`src/rtl/core/cpsm_pkg.sv`:
```
// Package for the capture period speed meter.
// Holds field widths, reset values, divider state and status types.
// No dependencies.
package cpsm_pkg;

  localparam int TIMER_WIDTH_DEFAULT = 16;
  localparam int TICK_RATE_W = 24;
  localparam int PERIOD_W = 16;
  localparam int SPEED_W = 8;
  localparam int LAST_W_MAX = 16;

  localparam logic [TICK_RATE_W-1:0] TICK_RATE_RESET = 24'd2000000;
  localparam logic [SPEED_W-1:0] SPEED_MAX = 8'd255;

  localparam int DIV_STEPS = TICK_RATE_W;
  localparam int STEP_CNT_W = $clog2(DIV_STEPS);
  localparam logic [STEP_CNT_W-1:0] STEP_LAST = STEP_CNT_W'(DIV_STEPS - 1);

  typedef enum logic [1:0] {
    DIV_IDLE,
    DIV_RUN,
    DIV_DONE
  } div_state_t;

  typedef struct packed {
    logic busy;
    logic done;
  } div_status_t;

endpackage

```
`src/rtl/core/capture_period_speed_meter.sv`:
```
// Top level of the capture period speed meter.
// Forms the capture period, runs the serial divider, holds the result.
// Depends on cpsm_pkg and cpsm_serial_div.
//
// Each accepted capture timestamp yields one result: the wrapping period
// since the previous capture (the first one is measured against zero) and
// tick_rate / period, truncated and saturated at 255, or 0 for a zero period.
// Captures transfer only while the divider is idle, so a capture waits until
// the previous quotient has left the divider. The quotient comes out of a
// radix-2 divider one bit per cycle over the 24-bit tick rate. The acceptance
// edge loads the operands. The result becomes valid in the output register,
// and in_ready rises in the same cycle. The output register lets the next
// capture start while a result waits to be taken. A second finished quotient
// holds the divider, and with it the input, until that result transfers.
module capture_period_speed_meter #(
  parameter int TIMER_WIDTH = cpsm_pkg::TIMER_WIDTH_DEFAULT
) (
  input  logic                             clk,
  input  logic                             rst,
  input  logic                             cfg_we,
  input  logic [cpsm_pkg::TICK_RATE_W-1:0] cfg_wdata,
  input  logic                             in_valid,
  output logic                             in_ready,
  input  logic [TIMER_WIDTH-1:0]           capture_time,
  output logic                             out_valid,
  input  logic                             out_ready,
  output logic [cpsm_pkg::PERIOD_W-1:0]    period,
  output logic [cpsm_pkg::SPEED_W-1:0]     speed
);
  import cpsm_pkg::*;

  localparam int LastW = (TIMER_WIDTH < LAST_W_MAX) ? TIMER_WIDTH : LAST_W_MAX;

  logic [TICK_RATE_W-1:0] tick_rate;
  logic [LastW-1:0]       last_capture;
  logic [TIMER_WIDTH-1:0] cur_period;
  logic [PERIOD_W-1:0]    period_hold;
  logic                   in_xfer;
  logic                   load_out;

  div_status_t          div_status;
  logic [SPEED_W-1:0]   div_quotient;

  assign in_ready   = ~div_status.busy;
  assign in_xfer    = in_valid & in_ready;
  assign cur_period = capture_time - TIMER_WIDTH'(last_capture);
  assign load_out   = div_status.done & (~out_valid | out_ready);

  always_ff @(posedge clk) begin
    if (rst) begin
      tick_rate <= TICK_RATE_RESET;
    end else if (cfg_we) begin
      tick_rate <= cfg_wdata;
    end
  end

  always_ff @(posedge clk) begin
    if (rst) begin
      last_capture <= '0;
    end else if (in_xfer) begin
      last_capture <= capture_time[LastW-1:0];
    end
  end

  always_ff @(posedge clk) begin
    if (in_xfer) begin
      period_hold <= PERIOD_W'(cur_period);
    end
  end

  cpsm_serial_div #(
    .DIVISOR_W(TIMER_WIDTH)
  ) u_div (
    .clk      (clk),
    .rst      (rst),
    .start    (in_xfer),
    .dividend (tick_rate),
    .divisor  (cur_period),
    .ack      (load_out),
    .status   (div_status),
    .quotient (div_quotient)
  );

  always_ff @(posedge clk) begin
    if (rst) begin
      out_valid <= 1'b0;
    end else if (load_out) begin
      out_valid <= 1'b1;
    end else if (out_ready) begin
      out_valid <= 1'b0;
    end
  end

  always_ff @(posedge clk) begin
    if (load_out) begin
      period <= period_hold;
      speed  <= div_quotient;
    end
  end

endmodule

```
`src/rtl/core/cpsm_serial_div.sv`:
```
// Radix-2 serial divider: one quotient bit per cycle over the tick rate.
// Saturates the quotient to the speed field; zero divisor gives zero.
// Depends on cpsm_pkg.
module cpsm_serial_div #(
  parameter int DIVISOR_W = cpsm_pkg::TIMER_WIDTH_DEFAULT
) (
  input  logic                             clk,
  input  logic                             rst,
  input  logic                             start,
  input  logic [cpsm_pkg::TICK_RATE_W-1:0] dividend,
  input  logic [DIVISOR_W-1:0]             divisor,
  input  logic                             ack,
  output cpsm_pkg::div_status_t            status,
  output logic [cpsm_pkg::SPEED_W-1:0]     quotient
);
  import cpsm_pkg::*;

  div_state_t state;
  div_state_t state_next;

  logic [STEP_CNT_W-1:0]  cnt;
  logic [DIVISOR_W-1:0]   rem;
  logic [DIVISOR_W-1:0]   dvs;
  logic [TICK_RATE_W-1:0] num;
  logic [SPEED_W-1:0]     q;
  logic                   sat;
  logic                   zero;

  logic [DIVISOR_W:0] trial;
  logic [DIVISOR_W:0] diff;
  logic               take;

  assign trial = {rem, num[TICK_RATE_W-1]};
  assign diff  = trial - {1'b0, dvs};
  assign take  = ~diff[DIVISOR_W];

  always_comb begin
    state_next = state;
    case (state)
      DIV_IDLE: begin
        if (start) begin
          state_next = DIV_RUN;
        end
      end
      DIV_RUN: begin
        if (cnt == '0) begin
          state_next = DIV_DONE;
        end
      end
      DIV_DONE: begin
        if (ack) begin
          state_next = DIV_IDLE;
        end
      end
      default: state_next = DIV_IDLE;
    endcase
  end

  always_comb begin
    status.busy = (state != DIV_IDLE);
    status.done = (state == DIV_DONE);
  end

  always_ff @(posedge clk) begin
    if (rst) begin
      state <= DIV_IDLE;
    end else begin
      state <= state_next;
    end
  end

  always_ff @(posedge clk) begin
    if (state == DIV_IDLE && start) begin
      cnt  <= STEP_LAST;
      rem  <= '0;
      dvs  <= divisor;
      num  <= dividend;
      q    <= '0;
      sat  <= 1'b0;
      zero <= (divisor == '0);
    end else if (state == DIV_RUN) begin
      cnt <= cnt - 1'b1;
      rem <= take ? diff[DIVISOR_W-1:0] : trial[DIVISOR_W-1:0];
      num <= {num[TICK_RATE_W-2:0], 1'b0};
      q   <= {q[SPEED_W-2:0], take};
      sat <= sat | q[SPEED_W-1];
    end
  end

  assign quotient = zero ? '0 : (sat ? SPEED_MAX : q);

endmodule

```
`config.mk`:
```
export PLATFORM = sky130hd
export DESIGN_NAME = capture_period_speed_meter
export DESIGN_NICKNAME = d
export VERILOG_FILES = /design/src/rtl/core/cpsm_pkg.sv /design/src/rtl/core/capture_period_speed_meter.sv /design/src/rtl/core/cpsm_serial_div.sv
export SDC_FILE = /design/constraint.sdc
export NUM_CORES = 1
export LEC_CHECK = 0
export BUFFER_PORTS_ARGS = -buffer_cell sky130_fd_sc_hd__buf_2
export CORE_UTILIZATION = 45
export DETAILED_ROUTE_END_ITERATION = 16
export GPL_ROUTABILITY_DRIVEN = 0
export HOLD_SLACK_MARGIN = 0.08
export PLACE_DENSITY = 0.66
export SYNTH_ARGS = -nofsm -noshare
export SYNTH_HDL_FRONTEND = slang
export SYNTH_SLANG_ARGS = --single-unit
```
`constraint.sdc`:
```
create_clock -name clk -period 7.5 [get_ports clk]
set_input_delay 2.25 -clock clk [delete_from_list [all_inputs] [get_ports clk]]
set_output_delay 2.25 -clock clk [all_outputs]
set_load 0.01 [all_outputs]
```
==> out/summary.txt <==
area leader, netlist -> edfxtp_1
TritonRoute pass-1 iters -> 4
worst slack, placed -> 2640 ps
Unique masters post-synth -> 61
Switching Fraction -> 31.5%
area delta synth->final -> 16.2%
Leakage Power -> 3.28 nW
share of power burned in registers -> 39.1%
Worst Setup Path Type -> input port to flop
post-synthesis sequential area ratio -> 50.9%
Multi-input gate area -> 3020 µm²
die width -> 124 µm
Psw -> 763 µW
layout cells sized above 1 -> 15.2%
clk slew on worst S/H paths -> 60 ps
total global-route track usage -> 18.3%
Ant. Diodes -> 0
commonest cells in the synthesized netlist -> nand2_1, dfxtp_1, edfxtp_1
H-tree depth -> 4
Via density -> 5.14
share of the synthesized area in the top cell type -> 29.1%
Synth Register Bits -> 138
Avg WL per Cell -> 13.4 µm
period utilization -> 59.3%
cts bufs inserted -> 17
initial antenna violation count -> 0
count leader, synth -> nand2_1
Ports -> 71
Comb pwr share -> 27.6%
Async S/R FF share, synth -> 0%
Int Power -> 1.66 mW
grt ovf -> 0
post-route insts no fill -> 958
CORE AREA -> 14500 µm²
vias -> 4928
# Post-CTS Setup Buffers -> 0
PwrDens -> 311 nW/µm²
Mapped Area -> 6700 µm²
nets -> 840
status -> completed
# resized after CTS -> 0
Layout Skew -> 6.28 ps
fillers -> 1314
largest net degree at the start of global routing -> 68
worst path arrival time -> 4700 ps
crit path time final -> 4450 ps
port bufs -> 70
post-route ant nets -> 0
syn_nets -> 775
Critical Path RT -> 7750 ps
clock tree root buffer cell -> clkbuf_16
starting density of the core -> 46.1%
post-DP HPWL -> 9.02 mm
final setup fails -> 0
max_cap viols -> 0
Die Y -> 124 µm
Clock Power Share -> 33.3%
critical path peak fanout -> 6
wirelength, routed -> 12.8 mm
CTS tree -> built
Setup WS post-layout -> 3050 ps
min-delay worst type -> flop to flop
Setup crit start kind -> input port
worst skew pair latency -> 430 ps
Post-synth EDFFs -> 65
placed cell count -> 926
# rows -> 44
number of global-route vias before repair -> 4642
setup_tns -> 0 ps
Primary FF master, synth -> dfxtp_1
top cells by area, synth -> edfxtp_1, dfxtp_1, nand2_1, ha_1, mux2i_1
hold_ws -> 455 ps
syn avg cell area -> 9.63 µm²
RSZ-0062 raised after global routing -> false
DRC -> 0
die area -> 15400 µm²
Syn. warnings -> 0
Hold Fails Final Rpt -> 0
DRT iter0 DRCs -> 230
Max Freq -> 0.225 GHz
Pins Over Slew Limit -> 0
Worst Tran Pin Value -> 1220 ps
cell count after synthesis -> 696
Critical Path Sink Type -> flop
Peak VDD IR -> 0.000155 V
wire length of the first global-routing pass -> 21.4 mm
CTS Buffer Depth -> 2
Seq. cell area -> 3410 µm²
CTS Hold Bufs -> 0
Clock Sinks -> 138
Max-slew headroom -> 18.5%
-- state kept, by name, indices dropped and copies added, names as in the netlist, 2 cells and up --
name,cells
tick_rate,24
u_div.num,24
last_capture,16
period,16
u_div.rem,16
u_div.dvs,14
speed,8
u_div.q,8
u_div.cnt,5
period_hold,2
u_div.state,2
-- worst max-delay path, cell delays in order --
cell	delay, ps
buf_2	110
ha_1	390
or4_1	490
o21a_2	160
o31ai_4	80
o211ai_2	140
o211a_1	260
a311o_1	390
xnor2_2	160
nor4b_2	280
-- final timing paths --
kind,cells after the start,startpoint,to,slack [ps]
worst max-delay path,10,capture_time[4],u_div.zero,3050
worst max register to register,11,u_div.num[23],u_div.rem[13],3910
worst min-delay path,0,u_div.dvs[1],period[1],450
worst min register to register,0,u_div.dvs[1],period[1],450
-- through the flow --
stage                     power, mW  util [%]  area, µm²
after floorplan                1.49         -       6700
after global placement         1.60      49.6       7210
after detailed placement       1.63      49.6       7210
after CTS                      2.44      53.5       7780
after global routing           2.57      53.5       7780
final                          2.42      53.5       7780
-- cells in the final DEF (no fill, tap or decap), types with 3 or more instances in the layout --
master,Yosys,final
nor2_1,54,54
and2_1,3,3
inv_1,46,46
a31oi_1,3,3
o2111ai_1,3,3
nand3_1,6,6
nand3b_1,3,3
o21ai_0,39,39
nand2_1,144,144
buf_2,0,70
a21oi_1,38,38
buf_4,1,3
o21a_1,9,9
o211ai_1,4,4
nand2b_1,7,7
mux2i_1,32,32
a211oi_1,4,4
a21o_1,4,4
inv_6,0,7
xnor2_1,17,17
a211o_1,7,7
and3_1,4,4
dfxtp_1,73,73
ha_1,32,32
edfxtp_1,65,65
nor3_1,7,7
or3_1,5,5
clkbuf_16,0,17
xor2_1,6,6
nor2b_1,16,15
-- power groups by stage --
stage / logic [mW] / clock network, mW / registers (mW)
after floorplan: 0.547 / 0 / 0.943
after global placement: 0.642 / 0 / 0.960
after detailed placement: 0.664 / 0 / 0.963
after CTS: 0.668 / 0.826 / 0.948
after global routing: 0.749 / 0.860 / 0.958
final: 0.669 / 0.807 / 0.948
-- routing by layer --
layer | wire length (µm) | share of wire, % | global-route usage [%] | up-vias
li1 | - | - | - | 2539
met1 | 5940 | 46 | 22.6 | 2259
met2 | 6000 | 47 | 29.2 | 102
met3 | 595 | 4.6 | 5.54 | 28
met4 | 297 | 2.3 | 8.78 | 0
met5 | 0 | 0 | 0 | -
-- logic make-up after synthesis --
group	after synthesis	synth area share (%)
AND/OR/NAND/NOR	258	16.9
buffers and inverters	74	4.31
multiplexers	32	4.78
adder cells (fa/ha/maj)	34	6.57
XOR/XNOR	24	3.25
flip-flops	138	50.9
AO/OA/AOI/OAI	136	13.3
-- final cells by class --
cell class / instances / share of cell area [%]
inverter: 47 / 2.27
clock inverter: 14 / 1.70
sequential: 138 / 43.9
timing repair buffer: 73 / 4.79
tap: 184 / 2.96
clock buffer: 18 / 5.64
multi-input combinational: 484 / 38.8
Note: power is estimated with default switching activity, not from simulation.
